File: src/rtl/utf8v_pkg.sv
// types, constants and helper functions of the utf8 text validator
// no dependencies; used by the interfaces and all modules but utf8v_checker
`default_nettype none

package utf8v_pkg;

  localparam int unsigned MaxLenW = 24;
  localparam int unsigned CountW  = 25;
  localparam int unsigned CpW     = 21;

  localparam logic [MaxLenW-1:0] MaxLenReset = 24'd65536;
  localparam logic [CountW-1:0]  CountCap    = 25'h1000000;

  localparam logic [CpW-1:0] CpMin3  = 21'h000800;
  localparam logic [CpW-1:0] CpMin4  = 21'h010000;
  localparam logic [CpW-1:0] CpSurLo = 21'h00d800;
  localparam logic [CpW-1:0] CpSurHi = 21'h00dfff;
  localparam logic [CpW-1:0] CpMax   = 21'h10ffff;

  typedef enum logic [3:0] {
    ERR_NONE      = 4'd0,
    ERR_NUL       = 4'd1,
    ERR_LEAD      = 4'd2,
    ERR_CONT      = 4'd3,
    ERR_OVERLONG  = 4'd4,
    ERR_SURROGATE = 4'd5,
    ERR_ABOVE     = 4'd6,
    ERR_TRUNC     = 4'd7,
    ERR_LONG      = 4'd8
  } err_e;

  typedef struct packed {
    logic [7:0] data_byte;
    logic       has_byte;
    logic       end_of_text;
  } in_item_t;

  typedef struct packed {
    logic [1:0]        pend;
    logic [1:0]        seq_len;
    logic [CpW-1:0]    acc;
    err_e              err;
    logic [CountW-1:0] count;
  } text_state_t;

  localparam text_state_t TextClear = '{
    pend: 2'd0, seq_len: 2'd0, acc: '0, err: ERR_NONE, count: '0
  };

  // range check once the last continuation byte of a sequence is in
  function automatic err_e range_error(logic [1:0] seq_len, logic [CpW-1:0] cp);
    err_e res;
    res = ERR_NONE;
    if ((seq_len == 2'd2 && cp < CpMin3) || (seq_len == 2'd3 && cp < CpMin4)) begin
      res = ERR_OVERLONG;
    end else if (cp >= CpSurLo && cp <= CpSurHi) begin
      res = ERR_SURROGATE;
    end else if (cp > CpMax) begin
      res = ERR_ABOVE;
    end
    return res;
  endfunction

endpackage

`default_nettype wire

File: src/rtl/utf8v_if.sv
// valid/ready channel interfaces: text bytes in, results out, limit writes
// depends on utf8v_pkg
`default_nettype none

interface utf8v_in_if
  import utf8v_pkg::*;
  ();
  logic       valid;
  logic       ready;
  logic [7:0] data_byte;
  logic       has_byte;
  logic       end_of_text;

  modport source (output valid, output data_byte, output has_byte,
                  output end_of_text, input ready);
  modport sink   (input valid, input data_byte, input has_byte,
                  input end_of_text, output ready);
endinterface

interface utf8v_out_if
  import utf8v_pkg::*;
  ();
  logic       valid;
  logic       ready;
  logic       text_valid;
  logic [3:0] error_kind;

  modport source (output valid, output text_valid, output error_kind, input ready);
  modport sink   (input valid, input text_valid, input error_kind, output ready);
endinterface

interface utf8v_cfg_if
  import utf8v_pkg::*;
  ();
  logic               valid;
  logic               ready;
  logic [MaxLenW-1:0] max_length;

  modport source (output valid, output max_length, input ready);
  modport sink   (input valid, input max_length, output ready);
endinterface

`default_nettype wire

File: src/rtl/utf8v_step.sv
// per-byte decoder step: next text state and end-of-text result
// depends on utf8v_pkg
`default_nettype none

module utf8v_step
  import utf8v_pkg::*;
(
  input  text_state_t        state_i,
  input  in_item_t           item_i,
  input  logic [MaxLenW-1:0] max_len_i,
  output text_state_t        state_o,
  output err_e               result_o
);

  always_comb begin
    text_state_t    st;
    err_e           res;
    logic [CpW-1:0] cp;
    logic [7:0]     b;
    st  = state_i;
    res = ERR_NONE;
    b   = item_i.data_byte;
    cp  = {state_i.acc[CpW-7:0], b[5:0]};

    if (item_i.has_byte) begin
      if (state_i.count < CountCap) begin
        st.count = state_i.count + CountW'(1);
      end
      if (state_i.err == ERR_NONE) begin
        if (b == 8'h00) begin
          st.err = ERR_NUL;
        end else if (state_i.pend != 2'd0) begin
          if (b[7:6] != 2'b10) begin
            st.err = ERR_CONT;
          end else begin
            st.acc  = cp;
            st.pend = state_i.pend - 2'd1;
            if (state_i.pend == 2'd1) begin
              st.err = range_error(state_i.seq_len, cp);
            end
          end
        end else if (b[7] == 1'b0) begin
          // plain ascii, nothing to track
        end else if (b[7:5] == 3'b110) begin
          if (b[4:1] == 4'd0) begin
            st.err = ERR_LEAD;
          end else begin
            st.seq_len = 2'd1;
            st.pend    = 2'd1;
            st.acc     = {16'd0, b[4:0]};
          end
        end else if (b[7:4] == 4'b1110) begin
          st.seq_len = 2'd2;
          st.pend    = 2'd2;
          st.acc     = {17'd0, b[3:0]};
        end else if (b[7:3] == 5'b11110) begin
          st.seq_len = 2'd3;
          st.pend    = 2'd3;
          st.acc     = {18'd0, b[2:0]};
        end else begin
          st.err = ERR_LEAD;
        end
      end
    end

    if (item_i.end_of_text) begin
      res = st.err;
      if (res == ERR_NONE && st.pend != 2'd0) begin
        res = ERR_TRUNC;
      end
      // length limit overrides any encoding error
      if (st.count > {1'b0, max_len_i}) begin
        res = ERR_LONG;
      end
      st = TextClear;
    end

    state_o  = st;
    result_o = res;
  end

endmodule

`default_nettype wire

File: src/rtl/utf8_text_validator.sv
// result path: an end request is taken into the input register, its result then into the output register
// throughput: one request per cycle; the input register advances each cycle
// unless an end request waits behind a result that has not been taken
// reset: clears text state, both valid flags, and sets max_length to 65536
// top level of the utf8 text validator; depends on utf8v_pkg, utf8v_if, utf8v_step
`default_nettype none

module utf8_text_validator
  import utf8v_pkg::*;
(
  input  wire logic    clk_i,
  input  wire logic    rst_ni,
  utf8v_in_if.sink     in_i,
  utf8v_cfg_if.sink    cfg_i,
  utf8v_out_if.source  out_o
);

  logic               s1_valid_q;
  in_item_t           s1_item_q;
  text_state_t        state_q;
  text_state_t        state_d;
  err_e               result_d;
  logic [MaxLenW-1:0] max_len_q;
  logic               out_valid_q;
  err_e               out_err_q;
  logic               out_free;
  logic               s1_fire;
  logic               in_take;

  assign out_free = !out_valid_q || out_o.ready;
  assign s1_fire  = s1_valid_q && (!s1_item_q.end_of_text || out_free);
  assign in_i.ready = !s1_valid_q || s1_fire;
  assign in_take  = in_i.valid && in_i.ready;
  assign cfg_i.ready = 1'b1;

  utf8v_step u_step (
    .state_i   (state_q),
    .item_i    (s1_item_q),
    .max_len_i (max_len_q),
    .state_o   (state_d),
    .result_o  (result_d)
  );

  always_ff @(posedge clk_i or negedge rst_ni) begin
    if (!rst_ni) begin
      s1_valid_q <= 1'b0;
    end else if (in_take) begin
      s1_valid_q <= 1'b1;
    end else if (s1_fire) begin
      s1_valid_q <= 1'b0;
    end
  end

  always_ff @(posedge clk_i) begin
    if (in_take) begin
      s1_item_q <= '{data_byte: in_i.data_byte, has_byte: in_i.has_byte,
                     end_of_text: in_i.end_of_text};
    end
  end

  always_ff @(posedge clk_i or negedge rst_ni) begin
    if (!rst_ni) begin
      state_q <= TextClear;
    end else if (s1_fire) begin
      state_q <= state_d;
    end
  end

  always_ff @(posedge clk_i or negedge rst_ni) begin
    if (!rst_ni) begin
      max_len_q <= MaxLenReset;
    end else if (cfg_i.valid) begin
      max_len_q <= cfg_i.max_length;
    end
  end

  always_ff @(posedge clk_i or negedge rst_ni) begin
    if (!rst_ni) begin
      out_valid_q <= 1'b0;
    end else if (s1_fire && s1_item_q.end_of_text) begin
      out_valid_q <= 1'b1;
    end else if (out_o.ready) begin
      out_valid_q <= 1'b0;
    end
  end

  always_ff @(posedge clk_i) begin
    if (s1_fire && s1_item_q.end_of_text) begin
      out_err_q <= result_d;
    end
  end

  assign out_o.valid      = out_valid_q;
  assign out_o.error_kind = 4'(out_err_q);
  assign out_o.text_valid = (out_err_q == ERR_NONE);

endmodule

`default_nettype wire

File: src/flat_wrapper.sv
// flat-port wrapper written by rule: the top's interface ports become plain ports
module utf8_text_validator_flat import utf8v_pkg::*;
  (clk_i, rst_ni, in_i_valid, in_i_data_byte, in_i_has_byte, in_i_end_of_text, in_i_ready, cfg_i_valid, cfg_i_max_length, cfg_i_ready, out_o_valid, out_o_text_valid, out_o_error_kind, out_o_ready);
  utf8v_in_if in_i_i ();
  utf8v_cfg_if cfg_i_i ();
  utf8v_out_if out_o_i ();
  input  wire logic clk_i;
  input  wire logic rst_ni;
  input wire logic [$bits(in_i_i.valid)-1:0] in_i_valid;
  input wire logic [$bits(in_i_i.data_byte)-1:0] in_i_data_byte;
  input wire logic [$bits(in_i_i.has_byte)-1:0] in_i_has_byte;
  input wire logic [$bits(in_i_i.end_of_text)-1:0] in_i_end_of_text;
  output wire logic [$bits(in_i_i.ready)-1:0] in_i_ready;
  input wire logic [$bits(cfg_i_i.valid)-1:0] cfg_i_valid;
  input wire logic [$bits(cfg_i_i.max_length)-1:0] cfg_i_max_length;
  output wire logic [$bits(cfg_i_i.ready)-1:0] cfg_i_ready;
  output wire logic [$bits(out_o_i.valid)-1:0] out_o_valid;
  output wire logic [$bits(out_o_i.text_valid)-1:0] out_o_text_valid;
  output wire logic [$bits(out_o_i.error_kind)-1:0] out_o_error_kind;
  input wire logic [$bits(out_o_i.ready)-1:0] out_o_ready;
  assign in_i_i.valid = in_i_valid;
  assign in_i_i.data_byte = in_i_data_byte;
  assign in_i_i.has_byte = in_i_has_byte;
  assign in_i_i.end_of_text = in_i_end_of_text;
  assign in_i_ready = in_i_i.ready;
  assign cfg_i_i.valid = cfg_i_valid;
  assign cfg_i_i.max_length = cfg_i_max_length;
  assign cfg_i_ready = cfg_i_i.ready;
  assign out_o_valid = out_o_i.valid;
  assign out_o_text_valid = out_o_i.text_valid;
  assign out_o_error_kind = out_o_i.error_kind;
  assign out_o_i.ready = out_o_ready;
  utf8_text_validator u_core (.clk_i(clk_i), .rst_ni(rst_ni), .in_i(in_i_i), .cfg_i(cfg_i_i), .out_o(out_o_i));
endmodule
File: config.mk
export PLATFORM = sky130hd
export DESIGN_NAME = utf8_text_validator_flat
export DESIGN_NICKNAME = d
export VERILOG_FILES = /design/src/rtl/utf8v_pkg.sv /design/src/rtl/utf8v_if.sv /design/src/rtl/utf8v_step.sv /design/src/rtl/utf8_text_validator.sv /design/src/flat_wrapper.sv
export SDC_FILE = /design/constraint.sdc
export NUM_CORES = 1
export LEC_CHECK = 0
export BUFFER_PORTS_ARGS = -buffer_cell sky130_fd_sc_hd__buf_2
export CAP_MARGIN = 30
export CORE_UTILIZATION = 45
export DETAILED_ROUTE_END_ITERATION = 16
export SETUP_SLACK_MARGIN = 0.5
export SYNTH_ARGS = -nofsm -noshare
export SYNTH_HDL_FRONTEND = slang
export SYNTH_SLANG_ARGS = --single-unit
File: constraint.sdc
create_clock -name clk_i -period 4.8 [get_ports clk_i]
set_input_delay 0.72 -clock clk_i [delete_from_list [all_inputs] [get_ports clk_i]]
set_output_delay 0.72 -clock clk_i [all_outputs]
set_load 0.05 [all_outputs]
After elaboration in Yosys (flattened, before gate mapping)
Cells that the tools add are included.
{"block": "totals", "in_bits": 39, "wordCells": 97, "out_inout_bits": 8, "rom_bits": 0, "mem_count": 0, "ram_bits": 0, "regBits": 88, "latchBits": 0}
{"block": "classes", "eq_ne": 12, "n_shift": 0, "div_mod_pow": 0, "bitwise_logic": 1, "magnitude_cmp": 7, "n_mul": 0, "n_addsub": 2, "n_reduce_logical": 32, "n_mux": 30}
{"cell": "$mux 25", "n": 6}
{"cell": "$mux 54", "n": 2}
{"cell": "$mux 29", "n": 3}
{"cell": "$mux 4", "n": 10}
{"cell": "$add 25x1->25 const B", "n": 1}
{"cell": "$gt 25x24->1", "n": 1}
{"cell": "$lt 25x25->1 const B", "n": 1}
{"cell": "$ge 21x16->1 const B", "n": 1}
{"cell": "$gt 21x21->1 const B", "n": 1}
{"cell": "$le 21x16->1 const B", "n": 1}
{"cell": "$lt 21x12->1 const B", "n": 1}
{"cell": "$lt 21x17->1 const B", "n": 1}
{"cell": "$mux 21", "n": 1}
{"cell": "$logic_not 4->1", "n": 4}
{"cell": "$reduce_and 8->1", "n": 2}
{"cell": "$reduce_bool 2->1", "n": 7}
{"cell": "$logic_not 8->1", "n": 1}
{"cell": "$logic_and 1x1->1", "n": 7}
{"cell": "$mux 2", "n": 3}
{"cell": "$ne 3x2->1 const B", "n": 2}
{"cell": "$eq 5x5->1 const B", "n": 1}
{"cell": "$reduce_bool 5->1", "n": 1}
{"cell": "$eq 2x2->1 const B", "n": 2}
{"cell": "$eq 4x4->1 const B", "n": 1}
{"cell": "other kinds (14)", "n": 23}

Logic depth before layout (Yosys ltp)
Gate-level depths: netlist of the first run.
{"block": "logic_depth", "word_depth": 14, "ltp_mapped": 13, "ltp_nobuf": 13}

Modules after synthesis
A second synthesis of the first run with hierarchy kept.
{"block": "hier_totals", "hier_cells": 729, "hier_area_um2": 6875.3}
{"module": "utf8_text_validator", "area_each_um2": 4708.3, "seq_area_each_um2": 2423.6, "cells_per_inst": 385, "n_inst": 1}
{"module": "utf8v_step", "area_each_um2": 2167.1, "seq_area_each_um2": 0.0, "cells_per_inst": 344, "n_inst": 1}

Worst setup path before layout of the first run
OpenSTA, ideal clock, no wires.
{"block": "synth_timing", "path_type": "reg-to-reg", "start": "reg u_core.state_q[0] (netlist bit)", "end": "reg u_core.out_err_q[3], in the netlist u_core.out_o.error_kind[3] (data pin)", "synth_period_minus_slack_ns": 3.105, "arrival_time_ns": 2.832, "setup_slack_ns": 1.695, "required_ns": 4.527, "path_buffers": 0, "stages_incl_launch_ff": 14, "setup_ns": 0.273, "cell_sequence": "dfrtp_1 -> ha_1 -> nand3b_1 -> nor3_2 -> and2_1 -> and4_1 -> xor2_1 -> ha_1 -> a211oi_1 -> o21ai_1 -> a211o_1 -> o21ai_1 -> and4_1 -> a311oi_1"}
{"block": "synth_via", "elab_chain_len": 5, "elab_cells_between_ends": 6, "cone_classes": "1 x add/sub; 2 x order compare; 3 x mux"}
{"element": "start, declared", "line": "utf8_text_validator.sv:20", "text": "text_state_t state_q;"}
{"element": "start signal, assigned", "line": "utf8_text_validator.sv:63", "text": "state_q <= TextClear;"}
{"element": "start signal, assigned", "line": "utf8_text_validator.sv:65", "text": "state_q <= state_d;"}
{"element": "$add 25x1->25 / $lt 25x25->1 (equally long branches)", "line": "utf8v_step.sv:27, utf8v_step.sv:26"}
{"element": "$mux 25", "line": "utf8v_step.sv:26", "text": "if (state_i.count < CountCap) begin"}
{"element": "$mux 54 *", "line": "utf8v_step.sv:25", "text": "if (item_i.has_byte) begin"}
{"element": "$gt 25x24->1 *", "line": "utf8v_step.sv:72", "text": "if (st.count > {1'b0, max_len_i}) begin"}
{"element": "$mux 4 *", "line": "utf8v_step.sv:72"}
{"element": "end signal, assigned", "line": "utf8_text_validator.sv:89", "text": "out_err_q <= result_d;"}
{"element": "end, declared", "line": "utf8_text_validator.sv:25", "text": "err_e out_err_q;"}
Mark *: on every way between the ends. The rest lies on a longest branch, timed or not. The select of a mux whose other input is x is not followed.
A chain may end at the register's enable or synchronous reset.

Worst setup path after layout of the first run
Same ends and word-level chain as after synthesis.

==> results of run 1 <==
[metal layers]
layer / global-route usage (%) / vias to the layer above
met5: 0 / -
met4: 10.6 / 0
met3: 3.63 / 21
met2: 29.5 / 103
met1: 31.8 / 1925
li1: - / 2000
[layout make-up]
| cell class | count | area, µm² |
|---|---|---|
| Tap cell | 140 | 175 |
| Clock inverter | 4 | 20.0 |
| Sequential cell | 88 | 2270 |
| Clock buffer | 12 | 155 |
| Inverter | 35 | 131 |
| Fill cell | 1061 | 5300 |
| Multi-Input combinational cell | 397 | 2540 |
| Timing Repair Buffer | 50 | 289 |
[registers in the layout (all words and copies together), names as in the netlist]
| signal | count |
|---|---|
| u_core.s1_item_q | 10 |
| u_core.s1_valid_q | 1 |
| u_core.max_len_q | 24 |
| u_core.out_o.error_kind | 4 |
| u_core.out_o.valid | 1 |
| u_core.state_q | 48 |
[report_power, final]
| group | switching, mW | internal (mW) |
|---|---|---|
| clock network | 0.259 | 0.213 |
| registers | 0.0432 | 0.809 |
| logic | 0.202 | 0.119 |
| total | 0.505 | 1.14 |
[cell families after synthesis]
logic type                 Yosys count
and+or+nand+nor                    198
AOI/OAI and AO/OA                  141
DFF                                 88
buffers and inverters               56
adders and majority gates           27
xor gates and xnor gates            23
muxes                                7
other                                1
[worst reg2reg max path: stages (launching register included)]
cell,delay (ns)
dfrtp_1,0.44
ha_1,0.20
nand3b_1,0.23
nor3_2,0.32
and2_1,0.25
and4_1,0.23
xor2_1,0.22
ha_1,0.29
a211oi_1,0.23
o21ai_1,0.12
a211o_1,0.30
o21ai_1,0.21
and4_1,0.22
a311oi_1,0.06
[Yosys cell counts (2+ instances only)]
master,number,area share (%)
a21oi_1,19,1.9
inv_2,3,0.22
a22o_1,9,1.6
o21ai_1,33,3.3
and2_1,11,1.4
a31oi_1,2,0.25
o2111ai_1,5,0.87
mux2_2,2,0.45
clkbuf_1,12,0.89
nor3b_1,2,0.30
ha_1,27,6.7
dfrtp_1,73,36
a21o_1,3,0.45
and4b_1,3,0.60
o31ai_1,3,0.45
xor2_1,11,1.9
o2bb2ai_1,2,0.35
a211oi_1,5,0.75
or3_1,2,0.25
nand3_1,9,0.89
buf_2,7,0.70
nor3_1,9,0.89
and4_1,6,1.0
nand2b_1,5,0.62
nor4_1,7,0.87
edfxtp_1,14,8.3
nand2_1,90,6.7
o211ai_1,5,0.75
nand4_1,7,0.87
nor2b_1,2,0.25
a32oi_1,2,0.35
nor2_1,25,1.9
and3_1,4,0.50
nor3_2,2,0.40
mux2i_1,5,0.99
inv_1,32,2.4
xnor2_1,12,2.1
a211o_1,4,0.70
o21ai_0,36,3.6
[stage by stage]
| stage | util (%) | setup slack [ns] | power, mW | cells |
|---|---|---|---|---|
| after CTS | 51.0 | 1.24 | 1.66 | 725 |
| after global placement | 49.3 | 1.39 | 1.18 | 708 |
| after detailed placement | 49.4 | 1.26 | 1.18 | 709 |
| after floorplan | - | 1.69 | 1.08 | 541 |
| final | 51.3 | 1.20 | 1.65 | 726 |
| after global routing | 51.3 | 1.04 | 1.74 | 726 |
[cells in the final DEF (no fill, tap or decap), drive strengths merged, types with 4 or more instances in the layout]
| master | count |
|---|---|
| nand2 | 91 |
| dfrtp | 73 |
| o21ai | 69 |
| buf | 50 |
| inv | 35 |
| ha | 27 |
| nor2 | 25 |
| a21oi | 19 |
| edfxtp | 14 |
| xnor2 | 12 |
| clkbuf | 12 |
| and2 | 11 |
| xor2 | 11 |
| nor3 | 11 |
| nand3 | 10 |
| a22o | 9 |
| nor4 | 8 |
| nand4 | 7 |
| and4 | 6 |
| a211oi | 6 |
| nand2b | 5 |
| o211ai | 5 |
| o2111ai | 5 |
| mux2i | 5 |
| and3 | 4 |
| a211o | 4 |
| clkinv | 4 |
[how the worst max path moves through the flow]
| stage | cells after the start | endpoint | slack [ns] | from |
|---|---|---|---|---|
| after floorplan | 13 | u_core.out_o.error_kind[3]$_SDFFCE_PN0P_ | 1.69 | u_core.state_q[0]$_DFFE_PN0P_ |
| after global placement | 13 | u_core.out_o.error_kind[3]$_SDFFCE_PN0P_ | 1.39 | u_core.state_q[0]$_DFFE_PN0P_ |
| after detailed placement | 13 | u_core.out_o.error_kind[3]$_SDFFCE_PN0P_ | 1.26 | u_core.state_q[0]$_DFFE_PN0P_ |
| after CTS | 13 | u_core.out_o.error_kind[3]$_SDFFCE_PN0P_ | 1.24 | u_core.state_q[0]$_DFFE_PN0P_ |
| after global routing | 13 | u_core.out_o.error_kind[3]$_SDFFCE_PN0P_ | 1.04 | u_core.state_q[0]$_DFFE_PN0P_ |
| final | 13 | u_core.out_o.error_kind[3]$_SDFFCE_PN0P_ | 1.20 | u_core.state_q[0]$_DFFE_PN0P_ |
==> flow_metrics.py, run 1 <==
metrics = {
    "synthesis": {
        "synth_cell_types": 70,
        "yosys.area_share.adder_pct": 6.71,
        "syn-cell-area_mm2": 0.00504,
        "synth_nets": 607,
        "ys_ff_latch": 88,
        "avgSynthCellArea_um2": 9.31,
        "synth_xor_area_share_pct": 4.00,
        "async_flop_share_pct": 84.1,
        "synth_edf_count": 14,
        "synth_cells": 541,
        "synthMuxAreaShare_pct": 1.44,
        "yosys_warnings": 0,
        "yosys.area_share.simple_pct": 20.4,
        "synth_compound_gate_area_share_pct": 17.9,
        "ys.flop_type": "dfrtp_1",
        "synth-seq-area-share_pct": 45.1,
        "synth_top_family_by_area": "simple AND/OR/NAND/NOR gates",
    },
    "clocking": {
        "root_buffer": "clkbuf_8",
        "clk_latency_ns": 0.37,
        "hold_buffers": 0,
        "cts_resized": 0,
        "tritoncts": "yes",
        "cts_max_level": 3,
        "clkSinkCount": 88,
        "post_cts_buffers": 0,
        "cts_made_buffers": 9,
        "clk_pin_slew_ns": 0.08,
        "cts_buffer_depth": 2,
    },
    "global_routing": {
        "antenna_found_initial": 0,
        "grt_max_degree": 75,
        "grt_pass1_vias": 3739,
        "grt_overflow": 0,
        "grt_pass1_wl_um": 18700,
        "grt_use_total_pct": 21.3,
    },
    "critical_path": {
        "path_buf_inv": 0,
        "cp_slowest_cell": "dfrtp_1",
        "cp-end-kind": "flop",
        "crit_type": "reg -> reg",
        "r2r_end": "u_core.out_o.error_kind[3]$_SDFFCE_PN0P_",
        "worstSetupStartpointType": "flop",
        "worstPathRequired_ns": 4.90,
        "critPathMaxFanout": 6,
        "worst_path_largest_cell_delay_ns": 0.44,
        "crit_arrival_ns": 3.69,
        "worst_r2r_path_depth": 13,
        "r2r_slack_ns": 1.20,
        "cp_top_family": "simple AND/OR/NAND/NOR gates",
        "r2r_start": "u_core.state_q[0]$_DFFE_PN0P_",
        "path_cells": "ha_1 > nand3b_1 > nor3_2 > and2_1 > and4_1 > xor2_1 > ha_1 > a211oi_1 > o21ai_1 > a211o_1 > o21ai_1 > and4_1 > a311oi_1",
    },
    "die": {
        "fp.dieW_um": 108,
        "rows": 38,
        "die_h_um": 108,
        "start_util_pct": 46.3,
        "io_pins": 47,
        "core_mm2": 0.0109,
        "dieArea_mm2": 0.0116,
    },
    "routing": {
        "vias": 4049,
        "topRoutingLayerUsed": "met4",
        "first_pass_iters": 5,
        "route.detailed.drc": 0,
        "wl_met3_um": 492,
        "routed_wl_um": 11400,
        "drtAntennaViolNets": 0,
        "drt-wirelength-per-cell_um": 15.6,
        "avgViaCountPerCell": 5.58,
        "routed-wl-met2_um": 4690,
        "wl_met1_um": 5870,
        "drt-initial-drc-count": 345,
    },
    "power_and_ir_drop": {
        "p_per_area_mw_per_mm2": 295,
        "ir_worst_vdd_mv": 0.178,
        "p_leak_nw": 2.54,
    },
    "sta": {
        "post-route-min-period_ns": 3.60,
        "clock_skew_ns": 0.0115,
        "finalSetupViolCount": 0,
        "rsz0062_at_grt": "false",
        "fmax_ghz": 0.278,
        "final_hold_viol_count": 0,
        "slew_headroom_pct": 56.9,
        "setup_tns_ns": 0,
        "tightest_slew_ns": 0.647,
        "fin_crit_sh_pct": 74.9,
        "slew_violations": 0,
        "whs_ns": 0.148,
    },
    "placement": {
        "dpl_cell_area_mm2": 0.00538,
        "gp_congestion": 0.872,
        "port_buffers": 45,
        "dp_hpwl_um": 8260,
    },
    "min_path": {
        "min_path_type": "in -> async",
    },
    "final_layout": {
        "nets": 647,
        "drive_above_1_share_pct": 14.3,
        "num_antenna_cells": 0,
        "syn_to_final_growth_pct": 10.9,
        "fin_area_mm2": 0.00559,
    },
    "job": {
        "cap_violations": 0,
    },
    "outcome": {
        "status": "finished, final reports clean",
    },
}
Power figures use the tool's default switching activity.
==> run 2: changes to the inputs <==
--- a/config.mk
+++ b/config.mk
@@ -9,6 +9,7 @@
 export CAP_MARGIN = 30
 export CORE_UTILIZATION = 45
 export DETAILED_ROUTE_END_ITERATION = 16
+export PLACE_DENSITY = 0.66
 export SETUP_SLACK_MARGIN = 0.5
 export SYNTH_ARGS = -nofsm -noshare
 export SYNTH_HDL_FRONTEND = slang
==> constraint.sdc (replaced) <==
create_clock -name clk_i -period 3 [get_ports clk_i]
set_input_delay 0.45 -clock clk_i [delete_from_list [all_inputs] [get_ports clk_i]]
set_output_delay 0.45 -clock clk_i [all_outputs]
set_load 0.05 [all_outputs]
==> run 2 against run 1 <==
  * The flow now finishes with violations (negative setup slack)
  * Critical path type unchanged
  * Core utilization grew 3.9 points
  * Sequential power grew 58%
  * Global-route usage grew 0.79 points
==> flow_metrics.py, run 2 (synthesized netlist as in run 1, its figures left out) <==
metrics = {
    "sta": {
        "slew_violations": 0,
        "post-route-min-period_ns": 3.14,
        "finalSetupViolCount": 4,
        "slew_headroom_pct": 56.9,
        "setup_tns_ns": -0.469,
        "final_hold_viol_count": 0,
        "fmax_ghz": 0.318,
        "rsz0062_at_grt": "true",
        "fin_crit_sh_pct": 105,
        "clock_skew_ns": 0.0158,
        "worst_slack_ns": -0.141,
        "tightest_slew_ns": 0.646,
    },
    "power_and_ir_drop": {
        "p_leak_nw": 2.77,
        "pwr-share-seq_pct": 48.1,
        "ir_worst_vdd_mv": 0.308,
        "p_per_area_mw_per_mm2": 466,
        "switching_share_pct": 30.7,
        "power.switching_uw": 861,
        "combPwrFrac_pct": 21.7,
        "p_int_mw": 1.94,
        "pwr-share-clk_pct": 30.2,
    },
    "final_layout": {
        "top_register": "u_core.state_q",
        "layoutNonFillerInstCount": 765,
        "largest_reg_flops": 48,
        "syn_to_final_growth_pct": 19.4,
        "num_antenna_cells": 0,
        "layout_commonest_cell": "nand2_1",
        "largestRegisters": "u_core.state_q: 48 flops, u_core.max_len_q: 24 flops, u_core.s1_item_q: 10 flops",
        "final_cell_mix": "90 x nand2_1, 73 x dfrtp_1, 44 x buf_2",
        "drive_above_1_share_pct": 22.7,
        "nets": 686,
    },
    "global_routing": {
        "grt_use_total_pct": 22.1,
        "antenna_found_initial": 0,
        "grt_max_degree": 75,
        "grt_pass1_wl_um": 19500,
        "grt_overflow": 0,
        "grt_pass1_vias": 3977,
    },
    "routing": {
        "drt-initial-drc-count": 311,
        "drtAntennaViolNets": 0,
        "avgViaCountPerCell": 5.48,
        "vias": 4196,
        "routed_wl_um": 11900,
        "first_pass_iters": 6,
        "drt-wirelength-per-cell_um": 15.6,
        "route.detailed.drc": 0,
    },
    "die": {
        "rows": 38,
        "io_pins": 47,
        "core_mm2": 0.0109,
        "fp.dieW_um": 108,
        "start_util_pct": 46.3,
        "die_h_um": 108,
        "dieArea_mm2": 0.0116,
    },
    "critical_path": {
        "crit_type": "reg -> reg",
        "crit_arrival_ns": 3.26,
        "worst_path_largest_cell_delay_ns": 0.39,
        "startpoint": "u_core.state_q[0]$_DFFE_PN0P_",
        "path_cells": "ha_2 > nand3b_1 > nor3_2 > and2_4 > nand4_1 > xnor2_2 > ha_1 > a211oi_2 > o21ai_1 > a211o_1 > o21ai_2 > and4_1 > a311oi_1",
        "worstSetupStartpointType": "flop",
        "cp_slowest_cell": "dfrtp_1",
        "r2r_start": "u_core.state_q[0]$_DFFE_PN0P_",
        "worstPathRequired_ns": 3.12,
        "critPathMaxFanout": 4,
        "cp-end-kind": "flop",
    },
    "placement": {
        "gp_congestion": 0.877,
        "dp_hpwl_um": 8480,
        "place_inst": 737,
        "port_buffers": 45,
    },
    "outcome": {
        "status": "finished, violations left",
        "violations": "negative setup slack",
    },
    "min_path": {
        "min_path_type": "in -> reg",
        "worstHoldStart": "in_i_has_byte",
    },
    "clocking": {
        "clkSinkCount": 88,
        "clk_pin_slew_ns": 0.09,
        "clk_latency_ns": 0.39,
        "cts_made_buffers": 9,
        "tritoncts": "yes",
        "root_buffer": "clkbuf_8",
        "cts_max_level": 3,
        "cts_buffer_depth": 2,
    },
    "job": {
        "cap_violations": 0,
    },
}
[run 2: final cells by class]
cell class	instances	area, µm²
Clock buffer	11	141
Clock inverter	5	56.3
Fill cell	974	4870
Inverter	35	131
Multi-Input combinational cell	397	2660
Sequential cell	88	2270
Tap cell	140	175
Timing Repair Buffer	89	581
[run 2: power groups by stage]
stage                     Clock, mW  Sequential (mW)  Combinational [mW]
final                         0.846             1.35               0.608
after detailed placement          0             1.37               0.557
after CTS                     0.854             1.35               0.577
after global placement            0             1.37               0.552
after global routing          0.902             1.36               0.680
after floorplan                   0             1.38               0.360
[run 2: worst paths after layout]
path | slack, ns | end | cells past startpoint
setup / recovery | -0.14 | u_core.out_o.error_kind[3]$_SDFFCE_PN0P_ | 13
hold / removal | 0.23 | u_core.s1_item_q[1]$_DFFE_PP_ | 1
setup reg to reg | -0.14 | u_core.out_o.error_kind[3]$_SDFFCE_PN0P_ | 13
hold reg to reg | 0.50 | u_core.state_q[30]$_DFFE_PN0P_ | 2
max in group asynchronous | 2.04 | u_core.max_len_q[16]$_DFFE_PN1P_ | 3
min in group asynchronous | 0.40 | u_core.state_q[31]$_DFFE_PN0P_ | 2
[run 2: per-stage QoR]
stage / power, mW / utilization [%] / setup slack (ns) / instance area, µm² / hold WS (ns)
after floorplan: 1.74 / - / 0.0197 / 5050 / 0.154
after global placement: 1.92 / 51.4 / -0.127 / 5590 / 0.466
after detailed placement: 1.93 / 51.4 / -0.227 / 5600 / 0.470
after CTS: 2.78 / 53.7 / -0.103 / 5840 / 0.229
after global routing: 2.94 / 55.2 / -0.293 / 6010 / 0.227
final: 2.80 / 55.2 / -0.141 / 6010 / 0.230
[run 2: routing by layer]
metal  up-vias  GRT usage [%]  part of all wire [%]
met4         0           11.4                   2.9
met5         -              0                     0
met1      1989           29.7                    47
met2        94           33.7                    46
li1       2080              -                     -
met3        33           4.48                   3.7
[run 2: critical path: cells and delay by family (launching register included)]
kind | cells | cell delay (ns)
AND/OR/NAND/NOR | 5 | 0.94
XOR/XNOR | 1 | 0.18
AO/OA/AOI/OAI | 5 | 0.87
flip-flops | 1 | 0.39
adder cells (fa/ha/maj) | 2 | 0.50
[run 2: timing repair]
item                                    CTS  global route
setup buffers                             3             7
hold buffers                              0             1
endpoints found under the setup margin    4            15
gates cloned                              0             0
pin swaps                                 1            14
hold endpoints to repair                  0             2
gates resized for setup                   4            15
==> run 3: changes to the inputs <==
--- a/config.mk
+++ b/config.mk
@@ -5,11 +5,10 @@
 export SDC_FILE = /design/constraint.sdc
 export NUM_CORES = 1
 export LEC_CHECK = 0
-export BUFFER_PORTS_ARGS = -buffer_cell sky130_fd_sc_hd__buf_2
 export CAP_MARGIN = 30
 export CORE_UTILIZATION = 45
 export DETAILED_ROUTE_END_ITERATION = 16
-export PLACE_DENSITY = 0.66
+export DONT_BUFFER_PORTS = 1
 export SETUP_SLACK_MARGIN = 0.5
 export SYNTH_ARGS = -nofsm -noshare
 export SYNTH_HDL_FRONTEND = slang
==> run 3 against run 2 <==
  * The flow still finishes with violations (negative setup slack)
  * Via count shrank 4.0%
  * Total power shrank 4.0%
  * First-iteration DRC count shrank 23%
  * Sequential cell count is the same
  * Global-route usage shrank 0.30 points
  * Highest routed layer unchanged
  * Clock skew shrank 0.0031 ns
  * Maximum frequency grew 1.1%
  * Core utilization shrank 2.0 points
==> flow_metrics.py, run 3 (synthesized netlist as in run 1, its figures left out) <==
metrics = {
    "final_layout": {
        "drive_above_1_share_pct": 17.6,
        "top_register": "u_core.state_q",
        "num_antenna_cells": 0,
        "largest_reg_flops": 48,
        "final_cell_mix": "89 x nand2_1, 73 x dfrtp_1, 43 x buf_4",
        "final_core_util_pct": 53.3,
        "fin_area_mm2": 0.00580,
        "n_fill_cell": 973,
        "layout_commonest_cell": "nand2_1",
        "largestRegisters": "u_core.state_q: 48 flops, u_core.max_len_q: 24 flops, u_core.s1_item_q: 10 flops",
        "syn_to_final_growth_pct": 15.2,
        "nets": 642,
        "layoutNonFillerInstCount": 721,
    },
    "critical_path": {
        "worstPathRequired_ns": 3.13,
        "crit_arrival_ns": 3.24,
        "worstSetupStartpointType": "flop",
        "cp_slowest_cell": "dfrtp_1",
        "crit_type": "reg -> reg",
        "cp_top_family": "compound AO/OA/AOI/OAI gates",
        "worst_path_largest_cell_delay_ns": 0.38,
        "path_buf_inv": 2,
        "cp-end-kind": "flop",
        "critPathMaxFanout": 5,
        "path_cells": "buf_4 > and4b_2 > nand3_4 > buf_4 > nor2_1 > xor2_1 > ha_1 > nand4_1 > a211o_1 > a31oi_4 > o21ai_2 > a32oi_2 > a21oi_1",
        "path_common_cell": "buf_4",
    },
    "die": {
        "core_mm2": 0.0109,
        "dieArea_mm2": 0.0116,
        "io_pins": 47,
        "start_util_pct": 46.3,
        "fp.dieW_um": 108,
        "die_h_um": 108,
        "rows": 38,
    },
    "routing": {
        "drt-initial-drc-count": 238,
        "drtAntennaViolNets": 0,
        "vias": 4029,
        "drt-wirelength-per-cell_um": 16.6,
        "routed_wl_um": 12000,
        "first_pass_iters": 5,
        "route.detailed.drc": 0,
        "avgViaCountPerCell": 5.59,
    },
    "clocking": {
        "clk_latency_ns": 0.38,
        "tritoncts": "yes",
        "cts_max_level": 3,
        "cts_made_buffers": 9,
        "clkSinkCount": 88,
        "root_buffer": "clkbuf_8",
        "cts_buffer_depth": 2,
        "clk_pin_slew_ns": 0.09,
    },
    "power_and_ir_drop": {
        "switching_share_pct": 32.2,
        "pwr-share-seq_pct": 50.8,
        "pwr-share-clk_pct": 28.0,
        "ir_worst_vdd_mv": 0.357,
        "p_int_mw": 1.82,
        "combPwrFrac_pct": 21.2,
        "p_per_area_mw_per_mm2": 463,
        "power.switching_uw": 865,
        "p_leak_nw": 2.58,
    },
    "sta": {
        "fmax_ghz": 0.322,
        "setup_tns_ns": -0.326,
        "tightest_slew_ns": 0.955,
        "rsz0062_at_grt": "true",
        "post-route-min-period_ns": 3.11,
        "final_hold_viol_count": 0,
        "worst_slack_ns": -0.107,
        "finalSetupViolCount": 4,
        "slew_violations": 0,
        "slew_headroom_pct": 36.1,
        "whs_ns": 0.134,
        "clock_skew_ns": 0.0127,
        "fin_crit_sh_pct": 104,
    },
    "placement": {
        "dpl_cell_area_mm2": 0.00537,
        "gp_congestion": 0.887,
        "dp_hpwl_um": 8600,
        "port_buffers": 0,
        "place_inst": 692,
    },
    "outcome": {
        "violations": "negative setup slack",
        "status": "finished, violations left",
    },
    "min_path": {
        "min_path_type": "in -> reg",
    },
    "global_routing": {
        "grt_overflow": 0,
        "grt_use_total_pct": 21.8,
        "grt_max_degree": 75,
        "grt_pass1_vias": 3784,
        "grt_pass1_wl_um": 19100,
        "antenna_found_initial": 0,
    },
    "job": {
        "cap_violations": 0,
    },
}
[run 3: changes by cell type in the layout (fill, tap and decap cells not counted), sizes merged]
cell      before  now
clkinvlp       1    3
bufinv         1    0
inv           35   37
clkinv         3    2
clkbuf        11    9
buf           88   44
[run 3: area by class of cell]
class	count	area, µm²	share of cell area (%)
flip-flops and latches	88	2270	39.2
clock buffers	9	124	2.14
multi-input cells	397	2690	46.4
well taps	140	175	3.02
inverters	35	131	2.26
clock inverters	7	46.3	0.798
repair buffers	45	360	6.21
[run 3: power groups by stage]
stage / Clock, mW / Combinational, mW / Sequential, mW
floorplan: 0 / 0.360 / 1.38
global placement: 0 / 0.489 / 1.39
detailed placement: 0 / 0.495 / 1.39
CTS: 0.771 / 0.554 / 1.36
global route: 0.813 / 0.627 / 1.38
finish: 0.753 / 0.569 / 1.37
[run 3: stage by stage]
stage / setup slack, ns / power (mW)
after floorplan: 0.0197 / 1.74
after global placement: -0.0957 / 1.88
after detailed placement: -0.299 / 1.89
after CTS: -0.0634 / 2.69
after global routing: -0.221 / 2.82
final: -0.107 / 2.69
[run 3: worst paths after layout]
check | from | endpoint | slack (ns) | cells past startpoint
worst max-delay path | u_core.state_q[1]$_DFFE_PN0P_ | u_core.out_o.error_kind[0]$_SDFFCE_PP0P_ | -0.11 | 13
worst min-delay path | cfg_i_valid | u_core.max_len_q[16]$_DFFE_PN1P_ | 0.13 | 1
worst max register to register | u_core.state_q[1]$_DFFE_PN0P_ | u_core.out_o.error_kind[0]$_SDFFCE_PP0P_ | -0.11 | 13
worst min register to register | u_core.state_q[31]$_DFFE_PN0P_ | u_core.state_q[31]$_DFFE_PN0P_ | 0.49 | 2
max in group asynchronous | rst_ni | u_core.max_len_q[16]$_DFFE_PN1P_ | 2.03 | 2
min in group asynchronous | rst_ni | u_core.state_q[37]$_DFFE_PN0P_ | 0.62 | 2
[run 3: routing by layer]
| metal | global-route usage [%] | vias up | wire [µm] |
|---|---|---|---|
| met1 | 32.2 | 1929 | 6080 |
| met3 | 3.51 | 11 | 459 |
| li1 | - | 2002 | - |
| met2 | 31.5 | 87 | 5240 |
| met5 | 0 | - | 0 |
| met4 | 8.81 | 0 | 177 |
[run 3: timing repair]
action                                  in CTS  in global routing
hold buffers                                 2                  0
resized for setup                           11                 15
endpoints found under the setup margin       4                  4
pin swaps                                   12                 14
hold endpoints to repair                    74                  0
buffers inserted                             9                  2
